==> config.mk <==
export PLATFORM = sky130hd
export DESIGN_NAME = lz4bd_front
export DESIGN_NICKNAME = d
export VERILOG_FILES = /design/src/hw/rtl/lz4bd_pkg.sv /design/src/hw/rtl/lz4bd_front.sv
export SDC_FILE = /design/constraint.sdc
export NUM_CORES = 1
export LEC_CHECK = 0
export ABC_AREA = 0
export BUFFER_PORTS_ARGS = -buffer_cell sky130_fd_sc_hd__buf_2
export CAP_MARGIN = 25
export CORE_MARGIN = 10
export CORE_UTILIZATION = 25
export DETAILED_ROUTE_END_ITERATION = 6
export PLACE_DENSITY = 0.45
export SLEW_MARGIN = 25
export SYNTH_ARGS = -nofsm -noshare
export SYNTH_HDL_FRONTEND = slang
export SYNTH_SLANG_ARGS = --single-unit
==> constraint.sdc <==
create_clock -name clk -period 26.2 [get_ports clk]
set_input_delay 1.31 -clock clk [delete_from_list [all_inputs] [get_ports clk]]
set_output_delay 1.31 -clock clk [all_outputs]
set_load 0.02 [all_outputs]
==> src/hw/rtl/lz4bd_pkg.sv <==
// ----------------------------------------------------------------------------
// lz4bd_pkg: shared types and constants
// Phase codes, widths and the front-to-back command record.
// ----------------------------------------------------------------------------
package lz4bd_pkg;

    localparam int CNT_W  = 23;
    localparam int HIST_AW = 16;
    localparam int HIST_DEPTH = 65536;
    localparam logic [CNT_W-1:0] CNT_MAX = {CNT_W{1'b1}};

    localparam logic [2:0] PH_TOKEN  = 3'd0;
    localparam logic [2:0] PH_LITEXT = 3'd1;
    localparam logic [2:0] PH_LIT    = 3'd2;
    localparam logic [2:0] PH_DLO    = 3'd3;
    localparam logic [2:0] PH_DHI    = 3'd4;
    localparam logic [2:0] PH_MEXT   = 3'd5;
    localparam logic [2:0] PH_COPY   = 3'd6;

    localparam logic [1:0] ST_OK    = 2'd0;
    localparam logic [1:0] ST_LIMIT = 2'd1;
    localparam logic [1:0] ST_DIST  = 2'd2;
    localparam logic [1:0] ST_SEQ   = 2'd3;

    // One classified item from the parser to the output stage.
    typedef struct packed {
        logic             emit_lit;   // write literal byte
        logic             emit_copy;  // read history and write it back
        logic [7:0]       lit_byte;
        logic [HIST_AW-1:0] src_addr;
        logic [HIST_AW-1:0] dst_addr;
        logic             copy_pending;
        logic             block_done;
        logic [1:0]       status;
        logic [CNT_W-1:0] produced;
    } cmd_t;

endpackage

==> src/hw/rtl/lz4bd_front.sv <==
// ----------------------------------------------------------------------------
// lz4bd_front: LZ4 sequence parser
// Tracks phase, lengths, distance and the output count; emits one command
// per accepted item.
// ----------------------------------------------------------------------------
module lz4bd_front (
    input  logic                    clk,
    input  logic                    rst_n,
    input  logic                    in_go,
    input  logic                    opcode,
    input  logic [7:0]              in_byte,
    input  logic                    in_last,
    input  logic [lz4bd_pkg::CNT_W-1:0] out_limit,
    output lz4bd_pkg::cmd_t         cmd
);
    import lz4bd_pkg::*;

    logic [2:0]       phase_reg, phase_next;
    logic [3:0]       mnib_reg, mnib_next;
    logic [CNT_W-1:0] lit_reg, lit_next;
    logic [CNT_W-1:0] mlen_reg, mlen_next;
    logic [15:0]      dist_reg, dist_next;
    logic [CNT_W-1:0] prod_reg, prod_next;
    logic [1:0]       err_reg, err_next;
    logic             fin_reg, fin_next;

    logic [CNT_W-1:0] len_sel;
    logic             over;
    logic [CNT_W:0]   sum_ext;
    logic [CNT_W-1:0] acc_sat;
    logic [CNT_W-1:0] acc_src;
    logic [15:0]      dist_full;

    always_comb
    begin
        acc_src = (phase_reg == PH_MEXT) ? mlen_reg : lit_reg;
        sum_ext = {1'b0, acc_src} + {{(CNT_W-7){1'b0}}, in_byte};
        acc_sat = sum_ext[CNT_W] ? CNT_MAX : sum_ext[CNT_W-1:0];
        dist_full = {in_byte, dist_reg[7:0]};
    end

    // length checked against the limit this cycle (run start only)
    always_comb
    begin
        len_sel = '0;
        case (phase_reg)
            PH_TOKEN:  len_sel = {{(CNT_W-4){1'b0}}, in_byte[7:4]};
            PH_LITEXT: len_sel = acc_sat;
            PH_DHI:    len_sel = {{(CNT_W-5){1'b0}}, 1'b0, mnib_reg} + CNT_W'(4);
            PH_MEXT:   len_sel = acc_sat;
            default:   len_sel = '0;
        endcase
        over = ({1'b0, prod_reg} + {1'b0, len_sel}) > {1'b0, out_limit};
    end

    always_comb
    begin
        phase_next = phase_reg;
        mnib_next  = mnib_reg;
        lit_next   = lit_reg;
        mlen_next  = mlen_reg;
        dist_next  = dist_reg;
        prod_next  = prod_reg;
        err_next   = err_reg;
        fin_next   = fin_reg;
        cmd = '0;
        cmd.dst_addr = prod_reg[HIST_AW-1:0];
        cmd.src_addr = prod_reg[HIST_AW-1:0] - dist_reg;
        cmd.lit_byte = in_byte;

        if (in_go && err_reg == ST_OK && !fin_reg)
        begin
            if (opcode)
            begin
                if (phase_reg == PH_COPY && mlen_reg != '0)
                begin
                    cmd.emit_copy = 1'b1;
                    prod_next = prod_reg + CNT_W'(1);
                    mlen_next = mlen_reg - CNT_W'(1);
                    if (mlen_reg == CNT_W'(1))
                        phase_next = PH_TOKEN;
                end
            end
            else
            begin
                case (phase_reg)
                    PH_COPY: err_next = ST_SEQ;
                    PH_LIT:
                    begin
                        if (in_last && lit_reg != CNT_W'(1))
                            err_next = ST_SEQ;
                        else
                        begin
                            cmd.emit_lit = 1'b1;
                            prod_next = prod_reg + CNT_W'(1);
                            lit_next = lit_reg - CNT_W'(1);
                            if (lit_reg == CNT_W'(1))
                            begin
                                if (in_last)
                                    fin_next = 1'b1;
                                else
                                    phase_next = PH_DLO;
                            end
                        end
                    end
                    PH_TOKEN:
                    begin
                        mnib_next = in_byte[3:0];
                        if (in_last)
                        begin
                            if (in_byte[7:4] == 4'd0)
                                fin_next = 1'b1;
                            else
                                err_next = ST_SEQ;
                        end
                        else if (in_byte[7:4] == 4'd15)
                        begin
                            lit_next = CNT_W'(15);
                            phase_next = PH_LITEXT;
                        end
                        else if (in_byte[7:4] == 4'd0)
                            phase_next = PH_DLO;
                        else if (over)
                            err_next = ST_LIMIT;
                        else
                        begin
                            lit_next = len_sel;
                            phase_next = PH_LIT;
                        end
                    end
                    PH_LITEXT:
                    begin
                        if (in_last)
                            err_next = ST_SEQ;
                        else
                        begin
                            lit_next = acc_sat;
                            if (in_byte != 8'd255)
                            begin
                                if (over)
                                    err_next = ST_LIMIT;
                                else
                                    phase_next = PH_LIT;
                            end
                        end
                    end
                    PH_DLO:
                    begin
                        if (in_last)
                            err_next = ST_SEQ;
                        else
                        begin
                            dist_next = {8'd0, in_byte};
                            phase_next = PH_DHI;
                        end
                    end
                    PH_DHI:
                    begin
                        if (in_last)
                            err_next = ST_SEQ;
                        else
                        begin
                            dist_next = dist_full;
                            if (dist_full == 16'd0 ||
                                {{(CNT_W-16){1'b0}}, dist_full} > prod_reg)
                                err_next = ST_DIST;
                            else if (mnib_reg == 4'd15)
                            begin
                                mlen_next = CNT_W'(19);
                                phase_next = PH_MEXT;
                            end
                            else if (over)
                                err_next = ST_LIMIT;
                            else
                            begin
                                mlen_next = len_sel;
                                phase_next = PH_COPY;
                            end
                        end
                    end
                    PH_MEXT:
                    begin
                        if (in_last)
                            err_next = ST_SEQ;
                        else
                        begin
                            mlen_next = acc_sat;
                            if (in_byte != 8'd255)
                            begin
                                if (over)
                                    err_next = ST_LIMIT;
                                else
                                    phase_next = PH_COPY;
                            end
                        end
                    end
                    default: err_next = ST_SEQ;
                endcase
            end
        end

        cmd.copy_pending = (err_next == ST_OK) && !fin_next &&
                           (phase_next == PH_COPY) && (mlen_next != '0);
        cmd.block_done = fin_next;
        cmd.status = err_next;
        cmd.produced = prod_next;
    end

    always_ff @(posedge clk or negedge rst_n)
    begin
        if (!rst_n)
        begin
            phase_reg <= PH_TOKEN;
            mnib_reg  <= '0;
            lit_reg   <= '0;
            mlen_reg  <= '0;
            dist_reg  <= '0;
            prod_reg  <= '0;
            err_reg   <= ST_OK;
            fin_reg   <= 1'b0;
        end
        else if (in_go)
        begin
            phase_reg <= phase_next;
            mnib_reg  <= mnib_next;
            lit_reg   <= lit_next;
            mlen_reg  <= mlen_next;
            dist_reg  <= dist_next;
            prod_reg  <= prod_next;
            err_reg   <= err_next;
            fin_reg   <= fin_next;
        end
    end
endmodule

* After elaboration in Yosys (flattened, before gate mapping)
Cells that the tools add are included.
** Word-level totals
- Register bits :: 95
- Bits of input ports :: 36
- Output and inout port bits :: 69
- Word-level logic and storage cells :: 142
** Operators by class
- Add/subtract/negate cells :: 7
- Magnitude comparators :: 2
- Eq/ne operators :: 20
- Multiplexer cells :: 77
- Bitwise gates (word level) :: 3
- Reductions and logical operators :: 24
** Operators with widths (count)
- two-way mux 23 bit :: 21
- one-hot mux 23 bit (3 select lines) :: 2
- two-way mux 3 bit :: 20
- == test 23 x 1 -> 1 bit, second input constant :: 2
- one-hot mux 23 bit (2 select lines) :: 1
- nonzero test 23 bit :: 2
- subtractor 23 x 1 -> 23 bit, second input constant :: 2
- two-way mux 16 bit :: 2
- one-hot mux 16 bit (2 select lines) :: 1
- two-way mux 2 bit :: 15
- adder 23 x 23 -> 24 bit :: 1
- adder 23 x 8 -> 24 bit :: 1
- greater-than comparator 24 x 23 -> 1 bit :: 1
- adder 23 x 1 -> 23 bit, second input constant :: 1
- greater-than comparator 16 x 23 -> 1 bit :: 1
- != test 23 x 1 -> 1 bit, second input constant :: 1
- one-hot mux 3 bit (6 select lines) :: 1
- zero test 16 bit :: 1
- subtractor 16 bit :: 1
- == test 3 bit, second input constant :: 4
- two-way mux 1 bit :: 12
- AND reduction 6 bit :: 2
- != test 2 bit, second input constant :: 5
- one-hot mux 2 bit (5 select lines) :: 1
- other kinds (19) :: 32

* Depth between registers and ports, before layout
Gate-level depths: netlist (run 1).
- Depth in word-level cells :: 18
- Mapped depth :: 41
- Depth with buffers taken out :: 35

* Least setup slack after synthesis (run 1)
No wires, ideal clock.
- Path kind :: flip-flop to output port
- Start point :: reg phase_reg[1]
- End point :: out cmd[26] in the netlist's numbering
- Arrival :: 8.585 ns
- Data required time :: 24.890 ns
- Slack :: 16.305 ns
- Cell stages (with the launch flop) :: 42
- Path buffers :: 8
- Cells stage by stage :: dfrtp_1 buf_4 and3b_1 buf_1 clkbuf_1 clkbuf_1 nand2_1 o21ai_0 ha_1 a21o_1 a32oi_1 a211o_1 or2_0 clkbuf_1 clkbuf_1 clkbuf_1 a21oi_1 ha_1 [... 6 more ...] o21ai_0 a31o_2 a21o_1 a311oi_1 xnor2_1 ha_1 and4_1 nand3_1 o31ai_1 a211oi_1 nor4_4 nand2_4 buf_4 a41oi_1 a21boi_0 or4bb_1 nor4b_2 a41oi_1
** RTL lines
- start: declaration :: RTL line lz4bd_front.sv:18 : logic [2:0] phase_reg, phase_next;
- start signal: assignment :: RTL line lz4bd_front.sv:224 : phase_reg <= phase_next;
- end: declaration :: RTL line lz4bd_front.sv:14 : output lz4bd_pkg::cmd_t cmd

==> impl_metrics.csv, run 1 <==
group,metric,value,unit
outcome,status,"completed",
timing,hold_viol_final,0,
placed_design,port_buffers,104,
hold_path,worstHoldStart,"dist_reg[10]$_DFFE_PN0P_",
worst_setup_path,worst_ep_arrival_time,10440,ps
worst_setup_path,rr_startpoint,"phase_reg[2]$_DFFE_PN0P_",
timing,slew_headroom,32.5,%
routing,drc_errors,0,
floorplan,core,0.0433,sq mm
synth,synth-edff-count,0,
placed_design,gp_congestion,0.907,
timing,fin_skew,12.0,ps
floorplan,die_w,230,um
worst_setup_path,start_kind,"flip-flop",
worst_setup_path,critical-path-slowest-cell,"dfrtp_1",
routing,drtPass1Iterations,5,
cells_and_area,insertedDiodeCount,0,
grt,grt_pass1_vias,10589,
cts,cts_tree,"yes",
cts,cts_buffers,9,
grt,grt_max_degree,51,
worst_setup_path,crit_fanout,31,
routing,drt-initial-drc-count,1286,
timing,rsz0062_at_grt,"false",
synth,yosysWarnings,0,
power,cellPowerDensity,92.3,mW/mm^2
power,cellInternalPower,0.000511,W
timing,slew_viol_final,0,
synth,syn_nets,1588,
synth,ys.flop_type,"dfrtp_1",
flow_run,drv_cap,0,
worst_setup_path,critPathMostFrequentCell,"ha_1",
synth,syn-instance-count,1459,
timing,min_period,11750,ps
routing,via_per_inst,5.31,
timing,fmax,85.1,MHz
timing,whs,482,ps
cells_and_area,final_cell_mix,"nand2_1, nor2_1, o21ai_0",
power,seq_power_share,23.3,%
synth,synth.distinct_cells,94,
cts,cts.htree.levels,3,
grt,antenna_found_initial,0,
power,combinationalPowerShare,64.6,%
worst_setup_path,r2r-end,"mlen_reg[11]$_DFFE_PN0P_",
grt,grt_overflow,0,
worst_setup_path,crit_path_max_incr_delay,920,ps
cts,ctsHoldBuffers,0,
timing,setup-violations-final,0,
placed_design,preCtsSetupSlack,15030,ps
worst_setup_path,rr_worst_depth,33,
cells_and_area,fin_nets,1615,
power,p_clk_share,12.0,%
cts,clockBufferDepth,2,
power,vdd_drop_max,46.0,uV
worst_setup_path,crit_required,24890,ps
floorplan,die_y,230,um
synth,synth-seq-area-share,21.7,%
cts,clock-sinks,95,
worst_setup_path,crit_type,"flip-flop to output port",
routing,wl_per_cell,20.9,um
floorplan,row_count,76,
synth,synth_async_sr_flop_share,100,%
placed_design,dp_hpwl,33.8,mm
floorplan,fp.dieArea,0.0527,sq mm
cts,post_cts_buffers,0,
power,swShare,54.4,%
cells_and_area,drive_gt1_share,11.3,%
timing,fin_ws,14450,ps
synth,avgSynthCellArea,7.52,sq um
cts,clockRootBuffer,"clkbuf_16",
synth,syn_area,0.0110,sq mm
worst_setup_path,rrSetupSlack,16910,ps
hold_path,hold_depth,2,
floorplan,boundaryPins,105,
floorplan,start_util,25.4,%
cts,clock_latency,380,ps
grt,grtUsageTotal,16.2,%
routing,num_vias,11031,
timing,tightest_slew,1010,ps
timing,fin_tns_setup,0,ps
worst_setup_path,crit_path_end_kind,"output port",
synth,ys_ff_latch,95,
cts,path_clk_slew,70,ps
routing,totalWireLength,43.3,mm
hold_path,hp-class,"flip-flop to flip-flop",
hold_path,hold_path_end,"dist_reg[10]$_DFFE_PN0P_",
cells_and_area,layout_commonest_cell,"nand2_1",
power,switchingPower,0.000609,W
cells_and_area,area_growth,10.5,%
cts,cts_resized,0,
grt,grt_first_pass_wirelength,67.0,mm
routing,antenna_left,0,
timing,period_share,44.9,%
power,leakage,5.27,nW
==> power groups by stage <==
stage | sequential, W | clock [W] | combinational, W
6_report | 0.000261 | 0.000135 | 0.000724
5_1_grt | 0.000269 | 0.000145 | 0.000797
4_1_cts | 0.000258 | 0.000140 | 0.000716
3_5_place_dp | 0.000260 | 0 | 0.000712
3_3_place_gp | 0.000261 | 0 | 0.000715
2_1_floorplan | 0.000211 | 0 | 0.000525
==> area by class of cell <==
type	instances	area (sq um)
Fill cell	4768	31100
Multi-Input combinational cell	1170	7770
Sequential cell	95	2380
Tap cell	585	732
Timing Repair Buffer	119	636
Inverter	91	342
Clock buffer	14	264
Clock inverter	2	15.0
==> worst max-delay path by stage <==
stage	slack, ps	depth (start not counted)	to	from
6_report	14450	34	cmd[26]	phase_reg[2]$_DFFE_PN0P_
5_1_grt	13780	34	cmd[26]	phase_reg[2]$_DFFE_PN0P_
4_1_cts	14550	34	cmd[26]	phase_reg[2]$_DFFE_PN0P_
3_5_place_dp	15030	34	cmd[26]	phase_reg[2]$_DFFE_PN0P_
3_3_place_gp	15260	34	cmd[26]	phase_reg[2]$_DFFE_PN0P_
2_1_floorplan	16310	41	cmd[26]	phase_reg[1]$_DFFE_PN0P_
==> synth_stat cells (5+ instances only) <==
master     instances  area share (%)
and3b_1            6            0.48
o22ai_1           10            0.57
a41oi_1            6            0.48
o21ai_0          116             5.3
a211o_1            6            0.48
nor3b_1            8            0.55
nand3b_1           5            0.34
clkbuf_1          57             1.9
a32oi_1            7            0.56
nor3_1            47             2.1
a21o_1            33             2.3
buf_2             12            0.55
nand2b_1          16            0.91
o21a_1             9            0.62
xnor2_1           76             6.1
nor4_1            17            0.97
buf_4             28             1.9
nand4_1           24             1.4
dfrtp_1           95              22
a221oi_1           8            0.64
o2111ai_1          5            0.40
xor2_1            20             1.6
o31ai_1            7            0.48
a311oi_1           7            0.56
or3_1              9            0.51
nand3_1           57             2.6
inv_1             91             3.1
mux2i_1           15             1.4
a31oi_1           12            0.68
o21bai_1           8            0.55
ha_1              90              10
and3_1            13            0.74
a21boi_0           9            0.62
nor2b_1           19             1.1
a21oi_1          105             4.8
nand2_1          144             4.9
a211oi_1          15             1.0
and2_1            11            0.63
mux2_2             6            0.62
nor2_1           125             4.3
==> cells by family after synthesis <==
logic type	share of synthesized area (%)
DFF	21.7
AOI/OAI and AO/OA	25.1
buffers and inverters	7.75
xor gates and xnor gates	7.66
muxes	2.09
adders and majority gates	11.0
and+or+nand+nor	24.8
==> per-stage QoR <==
stage / power [W] / instance area [sq um] / cells / utilization [%]
floorplan: 0.000736 / 11000 / 1459 / -
global placement: 0.000975 / 11900 / 2060 / 27.4
detailed placement: 0.000972 / 11900 / 2060 / 27.4
CTS: 0.00111 / 12100 / 2076 / 28.0
global route: 0.00121 / 12100 / 2076 / 28.0
finish: 0.00112 / 12100 / 2076 / 28.0
==> layer usage <==
metal | vias to the layer above | GRT usage (%) | wire (um)
met4 | 0 | 3.54 | 655
met2 | 366 | 24.4 | 18700
met5 | - | 0 | 0
li1 | 5320 | - | -
met1 | 5312 | 23.2 | 21300
met3 | 33 | 3.15 | 2660
==> critical path: cells and delay by family, from the launching register on <==
| family | cells | cell delay (ps) |
|---|---|---|
| xor+xnor | 1 | 80 |
| compound gates | 15 | 3910 |
| buf+inv | 2 | 540 |
| fa+ha+maj | 4 | 1250 |
| simple gates | 12 | 3370 |
| flops | 1 | 920 |
No activity file was read; power rests on OpenSTA's default activity.
==> run 2, diff against run 1 <==
--- a/config.mk
+++ b/config.mk
@@ -5,7 +5,7 @@
 export SDC_FILE = /design/constraint.sdc
 export NUM_CORES = 1
 export LEC_CHECK = 0
-export ABC_AREA = 0
+export ABC_AREA = 1
 export BUFFER_PORTS_ARGS = -buffer_cell sky130_fd_sc_hd__buf_2
 export CAP_MARGIN = 25
 export CORE_MARGIN = 10
==> constraint.sdc (replaced) <==
create_clock -name clk -period 11.5 [get_ports clk]
set_input_delay 0.575 -clock clk [delete_from_list [all_inputs] [get_ports clk]]
set_output_delay 0.575 -clock clk [all_outputs]
set_load 0.02 [all_outputs]
==> impl_metrics.csv, run 2 <==
group,metric,value,unit
outcome,status,"completed",
worst_setup_path,critical-path-slowest-cell,"nand3_2",
routing,wl_per_cell,19.1,um
cells_and_area,postLayoutCellArea,0.0124,sq mm
floorplan,die_y,231,um
floorplan,row_count,77,
placed_design,gp_congestion,0.908,
cts,cts.htree.levels,3,
power,totalPowerFinal,0.000720,W
cells_and_area,final_cell_mix,"nand2_1, inv_1, nor2_1",
cts,path_clk_slew,70,ps
grt,grtUsageTotal,17.1,%
placed_design,dp_hpwl,37.0,mm
routing,wl_met2,19.6,mm
timing,fin_tns_setup,0,ps
worst_setup_path,crit_type,"flip-flop to output port",
grt,antenna_found_initial,0,
routing,wl_met1,23.4,mm
cts,ctsHoldBuffers,0,
routing,routed.top_layer,"met4",
synth,syn_nets,1884,
timing,rsz0062_at_grt,"false",
power,swShare,27.9,%
synth,synth_async_sr_flop_share,100,%
timing,min_period,9870,ps
power,combinationalPowerShare,10.4,%
cts,cts_tree,"yes",
synth,avgSynthCellArea,6.34,sq um
timing,slew_headroom,33.1,%
cts,clock-sinks,95,
cells_and_area,ff_latch_area,0.00238,sq mm
power,switchingPower,0.000201,W
placed_design,dpl_cell_area,0.0121,sq mm
timing,tightest_slew,991,ps
grt,grt_first_pass_wirelength,70.8,mm
cts,cts_resized,0,
grt,grt_max_degree,53,
cells_and_area,insertedDiodeCount,0,
worst_setup_path,worst_ep_arrival_time,9300,ps
synth,synth_top_area_share,21.4,%
cells_and_area,finalNonFillerCells,2412,
synth,syn-instance-count,1755,
cells_and_area,multiInputGateArea,0.00733,sq mm
synth,ys_ff_latch,95,
routing,totalWireLength,46.2,mm
grt,grt_overflow,0,
synth,synth_top_cell_by_area,"dfrtp_1",
floorplan,die_w,231,um
cts,clockBufferDepth,2,
synth,synth-seq-area-share,21.4,%
power,cellPowerDensity,58.1,mW/mm^2
power,leakage,6.56,nW
synth,ys_top_cells_by_area,"dfrtp_1, nand2_1, ha_1, inv_1, a21oi_1",
timing,slew_viol_final,0,
cts,post_cts_buffers,0,
cts,clock_latency,380,ps
synth,yosysWarnings,0,
routing,wl_met3,2.50,mm
routing,antenna_left,0,
floorplan,start_util,25.2,%
worst_setup_path,crit_path_end_kind,"output port",
hold_path,hp-class,"input port to asynchronous set/reset pin",
power,seq_power_share,46.3,%
routing,drtPass1Iterations,6,
synth,synth.distinct_cells,57,
worst_setup_path,crit_path_max_incr_delay,690,ps
synth,synth-edff-count,0,
worst_setup_path,critPathMostFrequentCell,"nand2_1",
cts,clockRootBuffer,"clkbuf_16",
routing,num_vias,11745,
worst_setup_path,crit_required,10930,ps
cells_and_area,fin_nets,1945,
placed_design,placedCellCount,2397,
worst_setup_path,crit_fanout,39,
placed_design,port_buffers,104,
synth,yosysMostFrequentCell,"nand2_1",
power,p_clk_share,43.2,%
synth,ys.flop_type,"dfrtp_1",
synth,synthTopCellsByCount,"nand2_1, inv_1, nor2_1",
timing,fin_skew,8.97,ps
cells_and_area,layout_commonest_cell,"nand2_1",
timing,period_share,85.8,%
routing,drc_errors,0,
flow_run,drv_cap,0,
cells_and_area,area_growth,11.5,%
power,cellInternalPower,0.000519,W
routing,drt-initial-drc-count,959,
routing,via_per_inst,4.87,
floorplan,core,0.0441,sq mm
power,vdd_drop_max,82.5,uV
worst_setup_path,start_kind,"flip-flop",
grt,grt_pass1_vias,11426,
floorplan,fp.dieArea,0.0533,sq mm
synth,syn_area,0.0111,sq mm
timing,fmax,101,MHz
cells_and_area,drive_gt1_share,9.07,%
cells_and_area,nFillCells,5093,
timing,setup-violations-final,0,
floorplan,boundaryPins,105,
cts,cts_buffers,9,
timing,hold_viol_final,0,
## run 2: power groups by stage
stage               Sequential (W)  Combinational, W  Clock [W]
floorplan                 0.000340         0.0000406          0
global placement          0.000340         0.0000756          0
detailed placement        0.000340         0.0000757          0
CTS                       0.000334         0.0000761   0.000321
global route              0.000334         0.0000843   0.000332
finish                    0.000334         0.0000750   0.000311
## run 2: through the flow
step	hold slack (ps)	util, %	setup slack, ps
2_1_floorplan	279	-	3670
3_3_place_gp	478	27.4	2210
3_5_place_dp	487	27.5	2060
4_1_cts	316	28.1	1590
5_1_grt	339	28.1	600
6_report	283	28.1	1630
## run 2: cell type report
type	count	area share, %
Clock buffer	15	2.24
Inverter	281	8.50
Multi-Input combinational cell	1312	59.1
Sequential cell	95	19.2
Tap cell	592	5.97
Timing Repair Buffer	117	5.06
## run 2: metal layers
metal | up-vias | GRT usage (%)
met5 | - | 0
met4 | 0 | 3.74
met3 | 37 | 2.75
met2 | 344 | 25.7
met1 | 5532 | 25.1
li1 | 5832 | -
## run 2: cell families (layout without fill, tap and decap cells)
group | Yosys count | in the layout | synth area share (%)
mux | 1 | 1 | 0.101
compound gates | 348 | 348 | 17.4
xor+xnor | 94 | 94 | 7.40
fa+ha+maj | 93 | 93 | 10.7
buf+inv | 348 | 413 | 13.0
flops | 95 | 95 | 21.4
simple gates | 776 | 776 | 30.0
## run 2: path summary, 6_finish.rpt
check                                               from                 endpoint  slack [ps]  cells after the start
worst max-delay path            phase_reg[2]$_DFFE_PN0P_                  cmd[26]        1630                     52
worst min-delay path                               rst_n  lit_reg[17]$_DFFE_PN0P_         280                      1
worst max register to register  phase_reg[2]$_DFFE_PN0P_   lit_reg[5]$_DFFE_PN0P_        2740                     43
worst min register to register       fin_reg$_DFFE_PN0P_      fin_reg$_DFFE_PN0P_         510                      1
max in group asynchronous                          rst_n  dist_reg[0]$_DFFE_PN0P_       10040                      2
min in group clk                     fin_reg$_DFFE_PN0P_      fin_reg$_DFFE_PN0P_         510                      1
## run 2: worst max-delay path: cells and delay by family (launching register included)
kind | cells | cell delay, ps
adders and majority gates | 4 | 1000
AOI/OAI and AO/OA | 10 | 2340
DFF | 1 | 320
buffers and inverters | 8 | 1370
xor gates and xnor gates | 1 | 140
and+or+nand+nor | 29 | 3670
==> run 3, diff against run 2 <==
--- a/config.mk
+++ b/config.mk
@@ -5,7 +5,7 @@
 export SDC_FILE = /design/constraint.sdc
 export NUM_CORES = 1
 export LEC_CHECK = 0
-export ABC_AREA = 1
+export ABC_AREA = 0
 export BUFFER_PORTS_ARGS = -buffer_cell sky130_fd_sc_hd__buf_2
 export CAP_MARGIN = 25
 export CORE_MARGIN = 10
==> impl_metrics.csv, run 3 (synthesis gave the netlist of run 1 again) <==
group,metric,value,unit
routing,drtPass1Iterations,5,
worst_setup_path,endpoint,"cmd[26]",
timing,setup-violations-final,0,
timing,slew_viol_final,0,
worst_setup_path,worst_ep_arrival_time,10020,ps
routing,wl_per_cell,20.8,um
power,cellPowerDensity,210,mW/mm^2
timing,fin_skew,16.2,ps
cells_and_area,layout_commonest_cell,"nand2_1",
cts,cts.htree.levels,3,
flow_run,drv_cap,0,
cells_and_area,fin_nets,1621,
worst_setup_path,start_kind,"flip-flop",
cts,clockBufferDepth,2,
cts,cts_tree,"yes",
worst_setup_path,r2r-end,"mlen_reg[11]$_DFFE_PN0P_",
cts,ctsHoldBuffers,0,
cells_and_area,nFillCells,4743,
worst_setup_path,crit_path_max_incr_delay,590,ps
cts,clockRootBuffer,"clkbuf_16",
cells_and_area,final_cell_mix,"nand2_1, nor2_1, o21ai_0",
grt,grt_overflow,0,
grt,grtUsageTotal,16.1,%
routing,antenna_left,0,
routing,via_per_inst,5.31,
timing,slew_headroom,31.4,%
hold_path,hp-class,"input port to asynchronous set/reset pin",
cells_and_area,area_growth,11.0,%
placed_design,placedCellCount,2066,
floorplan,start_util,25.4,%
timing,tightest_slew,1030,ps
cells_and_area,drive_gt1_share,11.7,%
placed_design,preCtsSetupSlack,1510,ps
routing,drt-initial-drc-count,959,
grt,grt_max_degree,55,
routing,totalWireLength,43.3,mm
worst_setup_path,crit_required,10930,ps
cells_and_area,finalNonFillerCells,2082,
cts,clock_latency,380,ps
timing,min_period,10590,ps
floorplan,die_w,230,um
grt,grt_first_pass_wirelength,66.8,mm
routing,drc_errors,0,
placed_design,gp_congestion,0.914,
cts,clock-sinks,95,
routing,num_vias,11056,
floorplan,core,0.0433,sq mm
cts,post_cts_buffers,0,
timing,fmax,94.4,MHz
worst_setup_path,crit_type,"flip-flop to output port",
floorplan,row_count,76,
cts,cts_buffers,9,
worst_setup_path,critical-path-slowest-cell,"nor2_1",
placed_design,port_buffers,104,
worst_setup_path,rr_worst_depth,33,
grt,grt_pass1_vias,10640,
timing,fin_tns_setup,0,ps
timing,fin_ws,909,ps
grt,antenna_found_initial,0,
outcome,status,"completed",
power,leakage,5.31,nW
timing,hold_viol_final,0,
floorplan,die_y,230,um
timing,period_share,92.1,%
floorplan,boundaryPins,105,
floorplan,fp.dieArea,0.0527,sq mm
power,vdd_drop_max,83.2,uV
cts,cts_resized,0,
placed_design,dp_hpwl,34.1,mm
worst_setup_path,rrSetupSlack,2550,ps
worst_setup_path,crit_path_end_kind,"output port",
worst_setup_path,rr_startpoint,"phase_reg[1]$_DFFE_PN0P_",
cells_and_area,finish.utilization,28.2,%
cells_and_area,insertedDiodeCount,0,
timing,rsz0062_at_grt,"false",
worst_setup_path,crit_start,"phase_reg[1]$_DFFE_PN0P_",
worst_setup_path,crit_fanout,33,
cts,path_clk_slew,70,ps
[run 3: changes by cell type in the layout (fill, tap and decap cells not counted), moves of 19 or more]
cell and change:
a21oi_1 -24, nand2_1 -243, a21o_1 +27, xor2_1 -53, nor2_1 -45, nor2b_1 +19, nand3_1 -59, xnor2_1 +55
inv_1 -182
[run 3: final cells by class]
type / count / area, sq um / area share [%]
timing repair buffer: 125 / 681 / 5.59
sequential: 95 / 2380 / 19.5
tap: 585 / 732 / 6.01
clock inverter: 2 / 13.8 / 0.113
inverter: 91 / 342 / 2.80
clock buffer: 14 / 274 / 2.25
multi-input combinational: 1170 / 7770 / 63.7
[run 3: worst min-delay path by stage]
stage,from,end,slack (ps),depth (start not counted)
finish,rst_n,mlen_reg[17]$_DFFE_PN0P_,210,1
global route,rst_n,mlen_reg[17]$_DFFE_PN0P_,250,1
CTS,rst_n,lit_reg[21]$_DFFE_PN0P_,240,1
detailed placement,dist_reg[9]$_DFFE_PN0P_,dist_reg[9]$_DFFE_PN0P_,470,2
global placement,dist_reg[8]$_DFFE_PN0P_,dist_reg[8]$_DFFE_PN0P_,470,2
floorplan,rst_n,dist_reg[0]$_DFFE_PN0P_,280,0
[run 3: per-layer routing]
metal / vias up / GRT usage (%) / share of wire (%)
met3: 30 / 2.86 / 6.0
met2: 360 / 24.8 / 44
met4: 0 / 2.86 / 0.98
met5: - / 0 / 0
li1: 5330 / - / -
met1: 5336 / 23.1 / 49
[run 3: power by group]
part	internal, W	leakage [nW]	switching (W)
Clock	0.000165	0.143	0.000152
Combinational	0.000596	3.98	0.00106
Sequential	0.000415	1.19	0.000170
[run 3: metrics by stage]
step                      total power [W]  cell area (sq um)  hold WS (ps)
final                             0.00255              12200           215
after global routing              0.00276              12200           250
after CTS                         0.00254              12200           236
after detailed placement          0.00221              11900           473
after global placement            0.00222              11900           466
after floorplan                   0.00168              11000           279
[run 3: critical path, delay by kind of cell (launching register included)]
kind / cells / cell delay, ps
compound gates: 15 / 3530
buf+inv: 1 / 200
fa+ha+maj: 3 / 990
simple gates: 14 / 4260
xor+xnor: 1 / 90
flops: 1 / 520
